**src/hw/rtl/pvbs_pkg.sv**
```systemverilog
// Shared types, codes and constants for the protobuf value byte serializer.
// No dependencies; every other file in hw/rtl imports this package.
`default_nettype none

package pvbs_pkg;

  localparam int unsigned PosW = 17;
  localparam int unsigned ValW = 64;
  localparam int unsigned CntW = 4;

  localparam logic [PosW-1:0] MaxCapacity = 17'd65536;
  localparam logic [PosW-1:0] CapReset    = 17'd65536;
  localparam logic [CntW-1:0] MaxVarint32Size = 4'd5;
  localparam logic [CntW-1:0] MaxVarint64Size = 4'd10;
  localparam logic [7:0] GroupMask = 8'h7f;
  localparam logic [7:0] ContBit   = 8'h80;

  localparam logic [3:0] OP_UVAR32 = 4'd0;
  localparam logic [3:0] OP_INT32  = 4'd1;
  localparam logic [3:0] OP_VAR64  = 4'd2;
  localparam logic [3:0] OP_FIX32  = 4'd3;
  localparam logic [3:0] OP_FIX64  = 4'd4;
  localparam logic [3:0] OP_BOOL   = 4'd5;
  localparam logic [3:0] OP_RAW    = 4'd6;
  localparam logic [3:0] OP_RESET  = 4'd7;
  localparam logic [3:0] OP_SEEK   = 4'd8;
  localparam logic [3:0] OP_SETPOS = 4'd9;

  typedef logic [PosW-1:0] pos_t;

  typedef enum logic [1:0] {
    ST_BYTE    = 2'd0,
    ST_NOSPACE = 2'd1,
    ST_POS     = 2'd2
  } status_e;

  typedef enum logic [1:0] {
    EM_VARINT,
    EM_FIX32,
    EM_FIX64,
    EM_SINGLE
  } emit_mode_e;

  typedef enum logic [2:0] {
    POS_HOLD,
    POS_CLEAR,
    POS_LOAD,
    POS_ADD,
    POS_INC
  } pos_cmd_e;

  typedef enum logic [1:0] {
    K_ENC,
    K_RST,
    K_SEEK,
    K_SET
  } kind_e;

  typedef enum logic [1:0] {
    S_IDLE,
    S_CHECK,
    S_EMIT,
    S_RESP
  } state_e;

  typedef struct packed {
    pos_cmd_e        cmd;
    logic [ValW-1:0] need;
  } pos_ctl_t;

  typedef struct packed {
    pos_t pos;
    pos_t pos_sum;
    logic fit;
    logic set_ok;
  } pos_sts_t;

  typedef struct packed {
    logic       load;
    logic       step;
    logic [3:0] opcode;
  } emit_ctl_t;

  typedef struct packed {
    logic [ValW-1:0] value;
    logic [7:0]      wire_byte;
    logic [CntW-1:0] n_bytes;
  } emit_sts_t;

endpackage

`default_nettype wire

```
**src/hw/rtl/pvbs_emit_unit.sv**
```systemverilog
// Operand shift register and byte extractor: one wire byte per step.
// Depends on pvbs_pkg.
`default_nettype none

module pvbs_emit_unit (
  input  wire logic                      clk_i,
  input  wire pvbs_pkg::emit_ctl_t       ctl_i,
  input  wire logic [pvbs_pkg::ValW-1:0] operand_i,
  output      pvbs_pkg::emit_sts_t       sts_o
);
  import pvbs_pkg::*;

  logic [ValW-1:0] sh_q, sh_d;
  emit_mode_e      mode_q, mode_d;
  logic [CntW-1:0] var_len;

  always_comb begin
    sh_d   = sh_q;
    mode_d = mode_q;
    if (ctl_i.load) begin
      unique case (ctl_i.opcode)
        OP_UVAR32: begin
          sh_d   = {32'd0, operand_i[31:0]};
          mode_d = EM_VARINT;
        end
        OP_INT32: begin
          sh_d   = {{32{operand_i[31]}}, operand_i[31:0]};
          mode_d = EM_VARINT;
        end
        OP_VAR64: begin
          sh_d   = operand_i;
          mode_d = EM_VARINT;
        end
        OP_FIX32: begin
          sh_d   = operand_i;
          mode_d = EM_FIX32;
        end
        OP_FIX64: begin
          sh_d   = operand_i;
          mode_d = EM_FIX64;
        end
        OP_BOOL: begin
          sh_d   = {63'd0, |operand_i};
          mode_d = EM_SINGLE;
        end
        OP_RAW: begin
          sh_d   = {56'd0, operand_i[7:0]};
          mode_d = EM_SINGLE;
        end
        default: begin
          sh_d   = operand_i;
          mode_d = EM_SINGLE;
        end
      endcase
    end else if (ctl_i.step) begin
      sh_d = (mode_q == EM_VARINT) ? (sh_q >> 7) : (sh_q >> 8);
    end
  end

  always_ff @(posedge clk_i) begin
    sh_q   <= sh_d;
    mode_q <= mode_d;
  end

  always_comb begin
    var_len = 4'd1;
    for (int k = 1; k < int'(MaxVarint64Size); k++) begin
      if (|(sh_q >> (7 * k))) var_len = CntW'(k + 1);
    end
  end

  always_comb begin
    sts_o.value = sh_q;
    unique case (mode_q)
      EM_VARINT: begin
        sts_o.wire_byte = {1'b0, sh_q[6:0] & GroupMask[6:0]} |
                          ((|sh_q[63:7]) ? ContBit : 8'h00);
        sts_o.n_bytes   = var_len;
      end
      EM_FIX32: begin
        sts_o.wire_byte = sh_q[7:0];
        sts_o.n_bytes   = 4'd4;
      end
      EM_FIX64: begin
        sts_o.wire_byte = sh_q[7:0];
        sts_o.n_bytes   = 4'd8;
      end
      default: begin
        sts_o.wire_byte = sh_q[7:0];
        sts_o.n_bytes   = 4'd1;
      end
    endcase
  end

endmodule

`default_nettype wire

```
**src/hw/rtl/pvbs_pos_unit.sv**
```systemverilog
// Write position and capacity registers with the shared position adder and room compare.
// Depends on pvbs_pkg.
`default_nettype none

module pvbs_pos_unit (
  input  wire logic                clk_i,
  input  wire logic                rst_ni,
  input  wire logic                cfg_we_i,
  input  wire pvbs_pkg::pos_t      cfg_wdata_i,
  input  wire pvbs_pkg::pos_ctl_t  ctl_i,
  output      pvbs_pkg::pos_sts_t  sts_o
);
  import pvbs_pkg::*;

  pos_t        cap_q, pos_q, pos_d;
  pos_t        cap_eff, addend, sum;
  logic [PosW:0] room;
  logic        need_small;

  assign cap_eff    = (cap_q > MaxCapacity) ? MaxCapacity : cap_q;
  assign room       = {1'b0, cap_eff} - {1'b0, pos_q};
  assign need_small = ~|ctl_i.need[ValW-1:PosW];
  assign addend     = (ctl_i.cmd == POS_INC) ? pos_t'(1) : ctl_i.need[PosW-1:0];
  assign sum        = pos_q + addend;

  always_comb begin
    unique case (ctl_i.cmd)
      POS_CLEAR:        pos_d = '0;
      POS_LOAD:         pos_d = ctl_i.need[PosW-1:0];
      POS_ADD, POS_INC: pos_d = sum;
      default:          pos_d = pos_q;
    endcase
  end

  always_ff @(posedge clk_i or negedge rst_ni) begin
    if (!rst_ni) begin
      cap_q <= CapReset;
      pos_q <= '0;
    end else begin
      if (cfg_we_i) cap_q <= cfg_wdata_i;
      pos_q <= pos_d;
    end
  end

  assign sts_o.pos     = pos_q;
  assign sts_o.pos_sum = sum;
  assign sts_o.fit     = !room[PosW] && need_small && (ctl_i.need[PosW-1:0] <= room[PosW-1:0]);
  assign sts_o.set_ok  = need_small && (ctl_i.need[PosW-1:0] <= cap_eff);

endmodule

`default_nettype wire

```
**src/hw/rtl/pvbs_ctrl.sv**
```systemverilog
// Sequencer: accepts a word, checks room, steps the emit unit and fills the output register.
// Depends on pvbs_pkg.
`default_nettype none

module pvbs_ctrl (
  input  wire logic                 clk_i,
  input  wire logic                 rst_ni,
  input  wire logic                 in_valid_i,
  output      logic                 in_ready_o,
  input  wire logic [3:0]           in_opcode_i,
  output      logic                 out_valid_o,
  input  wire logic                 out_ready_i,
  output      pvbs_pkg::status_e    out_status_o,
  output      logic [7:0]           out_byte_o,
  output      logic [15:0]          out_addr_o,
  output      pvbs_pkg::pos_t       out_newpos_o,
  output      logic                 out_last_o,
  output      pvbs_pkg::emit_ctl_t  emit_ctl_o,
  input  wire pvbs_pkg::emit_sts_t  emit_sts_i,
  output      pvbs_pkg::pos_ctl_t   pos_ctl_o,
  input  wire pvbs_pkg::pos_sts_t   pos_sts_i
);
  import pvbs_pkg::*;

  state_e          state_q, state_d;
  kind_e           kind_q, kind_d;
  status_e         rstat_q, rstat_d;
  logic [CntW-1:0] cnt_q, cnt_d;

  logic       ov_q, ov_d;
  status_e    ostat_q, ostat_d;
  logic [7:0] obyte_q, obyte_d;
  logic [15:0] oaddr_q, oaddr_d;
  pos_t       onew_q, onew_d;
  logic       olast_q, olast_d;
  logic       out_free, out_load;

  assign out_free = !ov_q || out_ready_i;

  always_comb begin
    state_d  = state_q;
    kind_d   = kind_q;
    rstat_d  = rstat_q;
    cnt_d    = cnt_q;
    ostat_d  = ostat_q;
    obyte_d  = obyte_q;
    oaddr_d  = oaddr_q;
    onew_d   = onew_q;
    olast_d  = olast_q;
    out_load = 1'b0;
    in_ready_o = 1'b0;
    emit_ctl_o.load   = 1'b0;
    emit_ctl_o.step   = 1'b0;
    emit_ctl_o.opcode = in_opcode_i;
    pos_ctl_o.cmd  = POS_HOLD;
    pos_ctl_o.need = emit_sts_i.value;

    unique case (state_q)
      S_IDLE: begin
        in_ready_o = 1'b1;
        if (in_valid_i) begin
          priority if (in_opcode_i <= OP_RAW) begin
            kind_d = K_ENC;
          end else if (in_opcode_i == OP_RESET) begin
            kind_d = K_RST;
          end else if (in_opcode_i == OP_SEEK) begin
            kind_d = K_SEEK;
          end else begin
            kind_d = K_SET;
          end
          if (in_opcode_i <= OP_SETPOS) begin
            emit_ctl_o.load = 1'b1;
            state_d = S_CHECK;
          end
        end
      end
      S_CHECK: begin
        state_d = S_RESP;
        rstat_d = ST_POS;
        unique case (kind_q)
          K_ENC: begin
            pos_ctl_o.need = {{(ValW-CntW){1'b0}}, emit_sts_i.n_bytes};
            cnt_d = emit_sts_i.n_bytes;
            if (pos_sts_i.fit) state_d = S_EMIT;
            else rstat_d = ST_NOSPACE;
          end
          K_RST: pos_ctl_o.cmd = POS_CLEAR;
          K_SEEK: begin
            if (pos_sts_i.fit) pos_ctl_o.cmd = POS_ADD;
            else rstat_d = ST_NOSPACE;
          end
          default: begin
            if (pos_sts_i.set_ok) pos_ctl_o.cmd = POS_LOAD;
            else rstat_d = ST_NOSPACE;
          end
        endcase
      end
      S_EMIT: begin
        if (out_free) begin
          out_load        = 1'b1;
          pos_ctl_o.cmd   = POS_INC;
          emit_ctl_o.step = 1'b1;
          ostat_d = ST_BYTE;
          obyte_d = emit_sts_i.wire_byte;
          oaddr_d = pos_sts_i.pos[15:0];
          onew_d  = pos_sts_i.pos_sum;
          olast_d = (cnt_q == 4'd1);
          cnt_d   = cnt_q - 4'd1;
          if (cnt_q == 4'd1) state_d = S_IDLE;
        end
      end
      default: begin
        if (out_free) begin
          out_load = 1'b1;
          ostat_d = rstat_q;
          obyte_d = '0;
          oaddr_d = pos_sts_i.pos[15:0];
          onew_d  = pos_sts_i.pos;
          olast_d = 1'b1;
          state_d = S_IDLE;
        end
      end
    endcase

    if (out_load) ov_d = 1'b1;
    else if (out_ready_i) ov_d = 1'b0;
    else ov_d = ov_q;
  end

  always_ff @(posedge clk_i or negedge rst_ni) begin
    if (!rst_ni) begin
      state_q <= S_IDLE;
      ov_q    <= 1'b0;
    end else begin
      state_q <= state_d;
      ov_q    <= ov_d;
    end
  end

  always_ff @(posedge clk_i) begin
    kind_q  <= kind_d;
    rstat_q <= rstat_d;
    cnt_q   <= cnt_d;
    ostat_q <= ostat_d;
    obyte_q <= obyte_d;
    oaddr_q <= oaddr_d;
    onew_q  <= onew_d;
    olast_q <= olast_d;
  end

  assign out_valid_o  = ov_q;
  assign out_status_o = ostat_q;
  assign out_byte_o   = obyte_q;
  assign out_addr_o   = oaddr_q;
  assign out_newpos_o = onew_q;
  assign out_last_o   = olast_q;

endmodule

`default_nettype wire

```
**src/hw/rtl/protobuf_value_byte_serializer.sv**
```systemverilog
// Top level of the protobuf value byte serializer.
// Instantiates pvbs_ctrl, pvbs_emit_unit and pvbs_pos_unit; depends on pvbs_pkg.
//
// Usage:
//   Input stream (s_axis_*): one word per opcode; tuser carries the opcode,
//   tdata the 64-bit operand. Opcodes 10..15 are taken and dropped.
//   Output stream (m_axis_*): one word per wire byte, or one status word for
//   position commands and no_space; tlast marks the final word of an input.
//   cfg_we_i/cfg_wdata_i write buffer_capacity; write it only while idle.
// Sequence:
//   An input is latched while idle, then room is checked against the
//   capacity, then the output words follow (1..10 bytes, or 1 status word).
//   The emit shift register and the position adder are stepped as each
//   byte word is loaded into the output register.
// Reset: write position goes to 0, buffer_capacity to 65536, output empty.
// Stall: while m_axis_tready is low the output word holds and the sequencer
//   waits; the next input is taken once the last word sits in the output
//   register.
`default_nettype none

module protobuf_value_byte_serializer (
  input  wire logic        clk_i,
  input  wire logic        rst_ni,
  input  wire logic        s_axis_tvalid,
  output      logic        s_axis_tready,
  input  wire logic [63:0] s_axis_tdata,   // [63:0] operand_value
  input  wire logic [3:0]  s_axis_tuser,   // [3:0] opcode
  output      logic        m_axis_tvalid,
  input  wire logic        m_axis_tready,
  output      logic [47:0] m_axis_tdata,   // [7:0] data_byte, [23:8] byte_address,
                                           // [40:24] new_position, [47:41] zero
  output      logic [1:0]  m_axis_tuser,   // [1:0] status
  output      logic        m_axis_tlast,
  input  wire logic        cfg_we_i,
  input  wire logic [16:0] cfg_wdata_i
);
  import pvbs_pkg::*;

  emit_ctl_t  emit_ctl;
  emit_sts_t  emit_sts;
  pos_ctl_t   pos_ctl;
  pos_sts_t   pos_sts;
  status_e    out_status;
  logic [7:0] out_byte;
  logic [15:0] out_addr;
  pos_t       out_newpos;

  pvbs_ctrl u_ctrl (
    .clk_i        (clk_i),
    .rst_ni       (rst_ni),
    .in_valid_i   (s_axis_tvalid),
    .in_ready_o   (s_axis_tready),
    .in_opcode_i  (s_axis_tuser),
    .out_valid_o  (m_axis_tvalid),
    .out_ready_i  (m_axis_tready),
    .out_status_o (out_status),
    .out_byte_o   (out_byte),
    .out_addr_o   (out_addr),
    .out_newpos_o (out_newpos),
    .out_last_o   (m_axis_tlast),
    .emit_ctl_o   (emit_ctl),
    .emit_sts_i   (emit_sts),
    .pos_ctl_o    (pos_ctl),
    .pos_sts_i    (pos_sts)
  );

  pvbs_emit_unit u_emit (
    .clk_i     (clk_i),
    .ctl_i     (emit_ctl),
    .operand_i (s_axis_tdata),
    .sts_o     (emit_sts)
  );

  pvbs_pos_unit u_pos (
    .clk_i       (clk_i),
    .rst_ni      (rst_ni),
    .cfg_we_i    (cfg_we_i),
    .cfg_wdata_i (cfg_wdata_i),
    .ctl_i       (pos_ctl),
    .sts_o       (pos_sts)
  );

  assign m_axis_tdata = {7'd0, out_newpos, out_addr, out_byte};
  assign m_axis_tuser = out_status;

endmodule

`default_nettype wire

```
**config.mk**
```make
export PLATFORM = sky130hd
export DESIGN_NAME = protobuf_value_byte_serializer
export DESIGN_NICKNAME = d
export VERILOG_FILES = /design/src/hw/rtl/pvbs_pkg.sv /design/src/hw/rtl/pvbs_emit_unit.sv /design/src/hw/rtl/pvbs_pos_unit.sv /design/src/hw/rtl/pvbs_ctrl.sv /design/src/hw/rtl/protobuf_value_byte_serializer.sv
export SDC_FILE = /design/constraint.sdc
export NUM_CORES = 1
export LEC_CHECK = 0
export BUFFER_PORTS_ARGS = -buffer_cell sky130_fd_sc_hd__buf_2
export CORE_UTILIZATION = 45
export CTS_CLUSTER_SIZE = 12
export DETAILED_ROUTE_END_ITERATION = 10
export PLACE_DENSITY_LB_ADDON = 0.2
export SLEW_MARGIN = 25
export SYNTH_ARGS = -nofsm -noshare
export SYNTH_HDL_FRONTEND = slang
export SYNTH_SLANG_ARGS = --single-unit
```
**constraint.sdc**
```tcl
create_clock -name clk_i -period 12.2 [get_ports clk_i]
set_input_delay 0 -clock clk_i [delete_from_list [all_inputs] [get_ports clk_i]]
set_output_delay 0 -clock clk_i [all_outputs]
set_load 0.01 [all_outputs]
```
==> results.sh, run 1 <==
export IMPL_syn_cell_area_um2=10400
export IMPL_rows=55
export IMPL_start_kind="flop"
export IMPL_insertion_delay_ns=0.43
export IMPL_drcViolationCount=0
export IMPL_cap_viol_max_count=0
export IMPL_ys_async_sr_fraction=0.239
export IMPL_skew_ns=0.0123
export IMPL_syn_avg_cell_area_um2=9.94
export IMPL_first_pass_iters=7
export IMPL_setup_violations=0
export IMPL_synth_simple_gate_area_frac=0.164
export IMPL_wire_per_inst_um=18.6
export IMPL_grt_pass1_vias=8409
export IMPL_synthFlopType="edfxtp_1"
export IMPL_num_io_pins=143
export IMPL_syn_inst=1045
export IMPL_die_h_um=154
export IMPL_critPathCaptureType="flop"
export IMPL_post_route_period_util=0.696
export IMPL_rrSetupSlack_ns=3.71
export IMPL_critical_path_top_delay_family="compound AO/OA/AOI/OAI gates"
export IMPL_crit_buf_inv=2
export IMPL_synthMuxAreaShare=0.0784
export IMPL_grt_overflow=0
export IMPL_n_antenna_cell=0
export IMPL_clk_pin_slew_ns=0.06
export IMPL_slowest_delay_ns=0.68
export IMPL_synth_adder_area_share=0.0954
export IMPL_synth_cell_types=72
export IMPL_layout_drive_gt1_share=0.178
export IMPL_nets=1414
export IMPL_synth_edf_count=118
export IMPL_clockBufferDepth=2
export IMPL_final_common_cell="buf_2"
export IMPL_core_um2=22600
export IMPL_cts_tree="yes"
export IMPL_die_width_um=154
export IMPL_fp_dieArea_um2=23700
export IMPL_leakage_uw=0.00530
export IMPL_post_cts_buffers=0
export IMPL_crit_path_top_delay_cell="a211oi_2"
export IMPL_synthToLayoutAreaGrowth_pct=23.7
export IMPL_ys_ff_latch=155
export IMPL_fin_crit_ns=8.49
export IMPL_cts_max_level=4
export IMPL_ir_drop_v=0.0000960
export IMPL_clock_sinks=155
export IMPL_antenna_found_initial=0
export IMPL_wl_mm=28.8
export IMPL_holdCritPathClass="in -> reg"
export IMPL_crit_top_cell="a21oi_1"
export IMPL_rsz0062_at_grt="no"
export IMPL_clock_fmax_ghz=0.118
export IMPL_initial_core_util=0.459
export IMPL_place_congestion=0.918
export IMPL_worst_slew_pin_slew_ns=1.05
export IMPL_dpl_cell_count=1427
export IMPL_cts_buffers=17
export IMPL_synth_xor_area_frac=0.0219
export IMPL_power_density_nw_per_um2=235
export IMPL_worstPathMaxFanout=16
export IMPL_hold_violations=0
export IMPL_fin_cells=1544
export IMPL_required_ns=12.36
export IMPL_final_antenna_net_count=0
export IMPL_vias_per_cell=5.73
export IMPL_outcome="completed"
export IMPL_yosysWarnings=0
export IMPL_relSlewSlack=0.301
export IMPL_grt_max_degree=63
export IMPL_grt_pass1_wl_mm=45.8
export IMPL_mostFrequentLayoutCells="buf_2 (134), edfxtp_1 (118), nand2_1 (91)"
export IMPL_synth_top_family_by_area="compound AO/OA/AOI/OAI gates"
export IMPL_yosysSeqAreaShare=0.430
export IMPL_tns_ns=0
export IMPL_p_total_uw=3020
export IMPL_slew_violations=0
export IMPL_cts_root_buf="clkbuf_16"
export IMPL_io_buffers=135
export IMPL_dr_first_iter_drc_count=745
export IMPL_synth_compound_area_frac=0.165
export IMPL_critical_path_class="reg -> reg"
export IMPL_hpwlAfterDp_mm=20.5
export IMPL_track_usage=0.249
export IMPL_via_count=8850
export IMPL_cp_data_arrival_time_ns=8.65
[logic make-up after synthesis]
group	count (synthesis)
buf+inv	115
xor+xnor	26
other cells	1
flops	155
mux	79
compound gates	271
fa+ha+maj	78
simple gates	320
[per-stage QoR]
step	util	hold WS [ns]	worst slack, ns	area, um^2
after floorplan	-	-0.296	4.79	10400
after global placement	0.500	0.206	3.75	11300
after detailed placement	0.500	0.192	3.86	11300
after CTS	0.566	0.00685	3.80	12800
after global routing	0.567	0.0277	2.92	12800
final	0.567	0.0219	3.71	12800
[worst register-to-register path, delay by kind of cell, from the launching register on]
| kind | cells | cell delay, ns |
|---|---|---|
| simple gates | 9 | 1.33 |
| compound gates | 18 | 4.58 |
| flops | 1 | 0.54 |
| fa+ha+maj | 4 | 1.15 |
| buf+inv | 2 | 0.40 |
| xor+xnor | 1 | 0.19 |
[report_power, final]
part / internal, uW / leakage (uW) / switching [uW]
logic: 580 / 0.00340 / 862
clock network: 384 / 0.000316 / 219
registers: 852 / 0.00158 / 128
total: 1820 / 0.00530 / 1210
[final cells by class]
type | count | area [um^2]
clock inverters | 12 | 223
repair buffers | 229 | 1610
inverters | 62 | 233
flip-flops and latches | 155 | 4470
clock buffers | 20 | 437
multi-input cells | 781 | 5510
well taps | 285 | 357
fillers | 1970 | 9790
[routing by layer]
| layer | GRT usage | part of all wire | vias to the layer above | wire (um) |
|---|---|---|---|---|
| met5 | 0 | 0 | - | 0 |
| met4 | 0.0710 | 0.015 | 0 | 430 |
| met3 | 0.0366 | 0.060 | 33 | 1720 |
| met2 | 0.397 | 0.46 | 312 | 13100 |
| met1 | 0.352 | 0.47 | 4222 | 13500 |
| li1 | - | - | 4283 | - |
[final timing paths]
path                            cells after the start             from                 endpoint
worst max-delay path                               34  u_pos.cap_q[16]  u_ctrl.out_newpos_o[16]
worst min-delay path                                3         cfg_we_i          u_pos.cap_q[16]
worst max register to register                     34  u_pos.cap_q[16]  u_ctrl.out_newpos_o[16]
worst min register to register                      0   u_pos.pos_q[9]     u_ctrl.out_addr_o[9]
max in group asynchronous                           2           rst_ni          u_pos.cap_q[16]
min in group asynchronous                           2           rst_ni       u_ctrl.out_valid_o
[state kept, by name, summed over array words and instances (netlist names)]
name / count
u_pos.pos_q: 17
u_emit.mode_q: 2
u_ctrl.kind_q: 2
u_ctrl.out_valid_o: 1
u_ctrl.out_byte_o: 8
u_ctrl.rstat_q: 2
u_emit.sh_q: 64
u_ctrl.cnt_q: 4
u_ctrl.out_last_o: 1
u_ctrl.state_q: 2
u_pos.cap_q: 17
u_ctrl.out_status_o: 2
u_ctrl.out_newpos_o: 17
u_ctrl.out_addr_o: 16
[synthesized netlist by cell type, drive strengths merged, types with 6 or more instances]
| cell type | number | area, um^2 |
|---|---|---|
| a31oi | 7 | 43.8 |
| a21oi | 88 | 440 |
| xnor2 | 16 | 140 |
| a221o | 15 | 150 |
| nand2b | 9 | 56.3 |
| nor3 | 18 | 95.1 |
| inv | 60 | 225 |
| nand4 | 16 | 113 |
| o21ai | 78 | 390 |
| nor4 | 32 | 240 |
| and2 | 36 | 225 |
| nand3 | 23 | 115 |
| xor2 | 10 | 87.6 |
| buf | 16 | 95.1 |
| mux2i | 60 | 601 |
| a21o | 12 | 90.1 |
| edfxtp | 118 | 3540 |
| dfrtp | 36 | 901 |
| mux2 | 19 | 214 |
| and3 | 10 | 62.6 |
| a211oi | 28 | 210 |
| nor2 | 44 | 175 |
| ha | 76 | 951 |
| nand2 | 93 | 352 |
| clkbuf | 37 | 139 |
| or2 | 6 | 37.5 |
| nor2b | 19 | 119 |
[repair_timing]
| action | in CTS | in global routing |
|---|---|---|
| endpoints found under the hold margin | 119 | 0 |
| endpoints found under the setup margin | 0 | 0 |
| hold buffers | 84 | 0 |
| resized for setup | 0 | 0 |
(Power assumes the default switching activity.)
==> run 2, diff against run 1 <==
clock period = 6.8 ns   (was 12.2 ns; I/O delays follow)
==> run 2 against run 1 <==
Net effect: clock skew increased by 0.0040 ns; critical path depth rose by 1; count of clock-buffer cells in the layout is 3 lower; power increased by 91%; worst hold slack worse by 0.0019 ns; sequential cell count did not move; global-route usage rose by 0.57 points; register-to-register slack worse by 3.6 ns; design area up 5.9%; fmax is 27% higher; core utilization rose by 3.4 points; critical path type unchanged; critical endpoint is now u_pos.pos_q[16]; largest cell class unchanged.
==> results.sh, run 2 (synthesized netlist as in run 1, its figures left out) <==
export IMPL_largest_reg_flops=64
export IMPL_critical_path_class="reg -> reg"
export IMPL_critical_path_top_delay_family="compound AO/OA/AOI/OAI gates"
export IMPL_nets=1484
export IMPL_skew_ns=0.0163
export IMPL_cts_tree="yes"
export IMPL_slowest_delay_ns=0.42
export IMPL_dr_wl_met2_mm=14.1
export IMPL_ir_drop_v=0.000193
export IMPL_clock_sinks=155
export IMPL_cts_max_level=4
export IMPL_start_kind="flop"
export IMPL_met3_length_mm=1.65
export IMPL_via_count=9156
export IMPL_critPathCaptureType="flop"
export IMPL_wire_per_inst_um=18.5
export IMPL_grt_max_degree=65
export IMPL_track_usage=0.255
export IMPL_vias_per_cell=5.67
export IMPL_leakage_uw=0.00567
export IMPL_rows=55
export IMPL_setup_violations=0
export IMPL_setup_ws_ns=0.115
export IMPL_drcViolationCount=0
export IMPL_final_antenna_net_count=0
export IMPL_n_antenna_cell=0
export IMPL_cts_buffers=17
export IMPL_wl_mm=29.9
export IMPL_grt_pass1_wl_mm=46.8
export IMPL_fp_dieArea_um2=23700
export IMPL_initial_core_util=0.459
export IMPL_relSlewSlack=0.431
export IMPL_regMostFlops="u_emit.sh_q"
export IMPL_io_buffers=135
export IMPL_holdCritPathClass="in -> reg"
export IMPL_outcome="completed"
export IMPL_crit_path_top_delay_cell="dfrtp_1"
export IMPL_cts_root_buf="clkbuf_16"
export IMPL_crit_start="u_pos.cap_q[9]"
export IMPL_insertion_delay_ns=0.44
export IMPL_core_um2=22600
export IMPL_die_width_um=154
export IMPL_dp_slack_ns=-0.103
export IMPL_fin_crit_ns=6.68
export IMPL_top_layer_used="met4"
export IMPL_power_density_nw_per_um2=425
export IMPL_rsz0062_at_grt="yes"
export IMPL_required_ns=7.11
export IMPL_hold_violations=0
export IMPL_clock_fmax_ghz=0.150
export IMPL_r2r_start="u_pos.cap_q[9]"
export IMPL_worstPathMaxFanout=5
export IMPL_clockBufferDepth=2
export IMPL_grt_pass1_vias=8907
export IMPL_grt_overflow=0
export IMPL_first_pass_iters=5
export IMPL_cap_viol_max_count=0
export IMPL_worstHoldStart="cfg_we_i"
export IMPL_final_common_cell="buf_2"
export IMPL_layout_drive_gt1_share=0.251
export IMPL_worst_slew_pin_slew_ns=0.854
export IMPL_num_io_pins=143
export IMPL_antenna_found_initial=0
export IMPL_crit_buf_inv=2
export IMPL_fin_cells=1614
export IMPL_dpl_cell_count=1480
export IMPL_mostFrequentLayoutCells="buf_2 (134), edfxtp_1 (118), nand2_1 (90)"
export IMPL_dr_first_iter_drc_count=711
export IMPL_place_congestion=0.920
export IMPL_hpwlAfterDp_mm=21.1
export IMPL_die_h_um=154
export IMPL_synthToLayoutAreaGrowth_pct=31.0
export IMPL_slew_violations=0
export IMPL_clk_pin_slew_ns=0.07
export IMPL_met1_length_mm=13.6
export IMPL_cp_data_arrival_time_ns=7.00
export IMPL_post_route_period_util=0.983
run 2: cell count changes in the layout (fill, tap and decap cells not counted), sizes merged:
cell and change:
buf +70, bufinv -1, clkbuf -3, clkinv +1
clkinvlp +1, inv +2
run 2: path summary, 6_finish.rpt:
path                                        endpoint  slack (ns)  cells after the start
worst min-delay path                 u_pos.cap_q[16]        0.02                      3
max in group asynchronous            u_pos.cap_q[16]        6.32                      2
min in group asynchronous            u_pos.pos_q[10]        0.10                      2
worst max-delay path                 u_pos.pos_q[16]        0.12                     35
worst min register to register  u_ctrl.out_addr_o[8]        0.51                      0
worst max register to register       u_pos.pos_q[16]        0.12                     35
run 2: layout make-up:
cell class,count,area [um^2]
tap,285,357
inverter,62,238
sequential,155,4470
multi-input combinational,781,5760
timing repair buffer,299,2140
fill,1917,9030
clock inverter,15,221
clock buffer,17,425
run 2: per-stage QoR:
stage	power (uW)	TNS, ns	utilization	hold WS [ns]	cell area, um^2
5_1_grt	6170	-0.602	0.601	0.0227	13600
3_5_place_dp	4450	-0.127	0.519	0.193	11800
6_report	5780	0	0.601	0.0200	13600
2_1_floorplan	3590	0	-	-0.296	10500
3_3_place_gp	4400	0	0.519	0.181	11700
4_1_cts	5620	0	0.590	0.00244	13400
run 2: where the power goes:
part,switching [uW],internal [uW]
clock,414,652
sequential,224,1530
combinational,1680,1290
run 2: per-layer routing:
metal	GRT usage	vias up
li1	-	4428
met1	0.345	4360
met2	0.421	326
met3	0.0395	42
met4	0.0733	0
met5	0	-
run 2: tightest hold or removal path, stage by stage:
cell	delay (ns)
buf_2	0.23
nand2_1	0.13
o21ai_0	0.08
run 2: what timing repair did:
action / in CTS / in global routing
gates resized for setup: 7 / 43
pin swaps: 11 / 38
endpoints found under the setup margin: 4 / 21
buffers inserted: 12 / 8
hold buffers: 84 / 0
endpoints found under the hold margin: 120 / 0
==> run 3, diff against run 2 <==
CORE_MARGIN = 5   (was default)
==> run 3 against run 2 <==
Net effect: non-clock buffer count decreased by 11; highest routed layer unchanged; first-iteration DRC count shrank 11%; via count decreased by 0.82%; largest cell class unchanged; sequential share of layout area increased by 0.44 points; design area shrank 1.3%; sequential power is essentially flat.
==> results.sh, run 3 (synthesized netlist as in run 1, its figures left out) <==
export IMPL_setup_violations=0
export IMPL_die_h_um=162
export IMPL_dr_first_iter_drc_count=635
export IMPL_regMostFlops="u_emit.sh_q"
export IMPL_crit_top_cell="buf_4"
export IMPL_clock_fmax_ghz=0.151
export IMPL_clock_sinks=155
export IMPL_n_antenna_cell=0
export IMPL_cts_tree="yes"
export IMPL_crit_start="u_pos.cap_q[11]"
export IMPL_cts_buffers=17
export IMPL_worst_slew_pin_slew_ns=0.859
export IMPL_critPathCaptureType="flop"
export IMPL_final_antenna_net_count=0
export IMPL_cp_data_arrival_time_ns=6.76
export IMPL_required_ns=6.96
export IMPL_worstPathMaxFanout=15
export IMPL_via_count=9081
export IMPL_power_density_nw_per_um2=421
export IMPL_fin_cells=1603
export IMPL_crit_path_top_delay_cell="dfrtp_1"
export IMPL_die_width_um=162
export IMPL_start_kind="flop"
export IMPL_antenna_found_initial=0
export IMPL_cts_root_buf="clkbuf_16"
export IMPL_holdCritPathClass="in -> reg"
export IMPL_vias_per_cell=5.67
export IMPL_io_buffers=135
export IMPL_grt_overflow=0
export IMPL_rsz0062_at_grt="yes"
export IMPL_leakage_uw=0.00557
export IMPL_wire_per_inst_um=18.6
export IMPL_outcome="completed"
export IMPL_slew_violations=0
export IMPL_num_io_pins=143
export IMPL_critical_path_class="reg -> reg"
export IMPL_worstHoldStart="cfg_we_i"
export IMPL_grt_max_degree=65
export IMPL_hpwlAfterDp_mm=21.5
export IMPL_drcViolationCount=0
export IMPL_first_pass_iters=5
export IMPL_multi_input_area_um2=5710
export IMPL_ir_drop_v=0.000186
export IMPL_slowest_delay_ns=0.40
export IMPL_largest_reg_flops=64
export IMPL_core_um2=22700
export IMPL_skew_ns=0.0113
export IMPL_clockBufferDepth=2
export IMPL_initial_core_util=0.457
export IMPL_grt_pass1_wl_mm=47.0
export IMPL_hold_violations=0
export IMPL_p_total_uw=5650
export IMPL_mostFrequentLayoutCells="buf_2 (134), edfxtp_1 (118), nand2_1 (90)"
export IMPL_clk_pin_slew_ns=0.07
export IMPL_rows=55
export IMPL_wl_mm=29.9
export IMPL_post_route_period_util=0.971
export IMPL_dpl_cell_count=1474
export IMPL_cap_viol_max_count=0
export IMPL_place_congestion=0.892
export IMPL_relSlewSlack=0.427
export IMPL_synthToLayoutAreaGrowth_pct=29.3
export IMPL_fp_dieArea_um2=26200
export IMPL_grt_pass1_vias=8956
export IMPL_fin_crit_ns=6.60
export IMPL_nets=1473
export IMPL_insertion_delay_ns=0.43
export IMPL_seq_area_um2=4470
export IMPL_r2r_start="u_pos.cap_q[11]"
export IMPL_final_fill_count=1898
export IMPL_layout_drive_gt1_share=0.239
export IMPL_final_common_cell="buf_2"
export IMPL_track_usage=0.224
export IMPL_cts_max_level=4
run 3: changes by cell type in the layout (fill, tap and decap cells not counted), sizes merged:
cell / previous run / this run
dlygate4sd3: 84 / 85
buf: 215 / 203
clkinvlp: 2 / 4
clkbuf: 17 / 20
bufinv: 5 / 3
clkinv: 8 / 4
inv: 62 / 63
run 3: cell type report:
type	instances	area share
multi-input cells	781	0.425
clock inverters	12	0.0122
well taps	285	0.0266
repair buffers	288	0.153
inverters	62	0.0177
clock buffers	20	0.0325
flip-flops and latches	155	0.333
run 3: routing by layer:
metal	track usage	vias to the layer above	share of wire
met4	0.0704	0	0.021
met5	0	-	0
met1	0.318	4290	0.46
met3	0.0355	50	0.060
met2	0.355	344	0.46
li1	-	4397	-
run 3: timing repair:
| item | 4_1_cts | 5_1_grt |
|---|---|---|
| cloned | 0 | 0 |
| hold buffers | 85 | 0 |
| endpoints found under the hold margin | 120 | 0 |
| pin swaps | 4 | 32 |
| gates resized for setup | 5 | 36 |
| setup endpoints to repair | 4 | 18 |
| buffers inserted | 2 | 10 |
run 3: where the power goes:
part	internal, uW	total [uW]	leakage (uW)	switching, uW
clock	583	997	0.000278	414
sequential	1530	1750	0.00158	223
combinational	1250	2900	0.00371	1650
run 3: worst max-delay path, delay by kind of cell, from the launching register on:
family | cells | cell delay, ns
buf+inv | 6 | 0.86
flops | 1 | 0.40
compound gates | 16 | 2.50
fa+ha+maj | 3 | 1.03
xor+xnor | 1 | 0.15
simple gates | 11 | 1.37
run 3: per-stage QoR:
step                      cell area (um^2)   util  hold WS (ns)  TNS [ns]  worst slack, ns
after floorplan                      10500      -        -0.296         0           0.0128
after detailed placement             11700  0.516         0.214    -0.108          -0.0916
after global routing                 13400  0.591        0.0582    -0.709           -0.175
after global placement               11700  0.515         0.202         0           0.0302
after CTS                            13200  0.581        0.0260         0           0.0105
final                                13400  0.591        0.0175         0            0.199
run 3: final timing paths:
kind / endpoint / slack [ns] / cells past startpoint
max reg2reg: u_ctrl.out_newpos_o[16] / 0.20 / 37
max in group asynchronous: u_pos.cap_q[16] / 6.29 / 2
min: u_pos.cap_q[16] / 0.02 / 3
min in group asynchronous: u_pos.pos_q[16] / 0.10 / 2
min reg2reg: u_ctrl.out_addr_o[6] / 0.52 / 0
max: u_ctrl.out_newpos_o[16] / 0.20 / 37
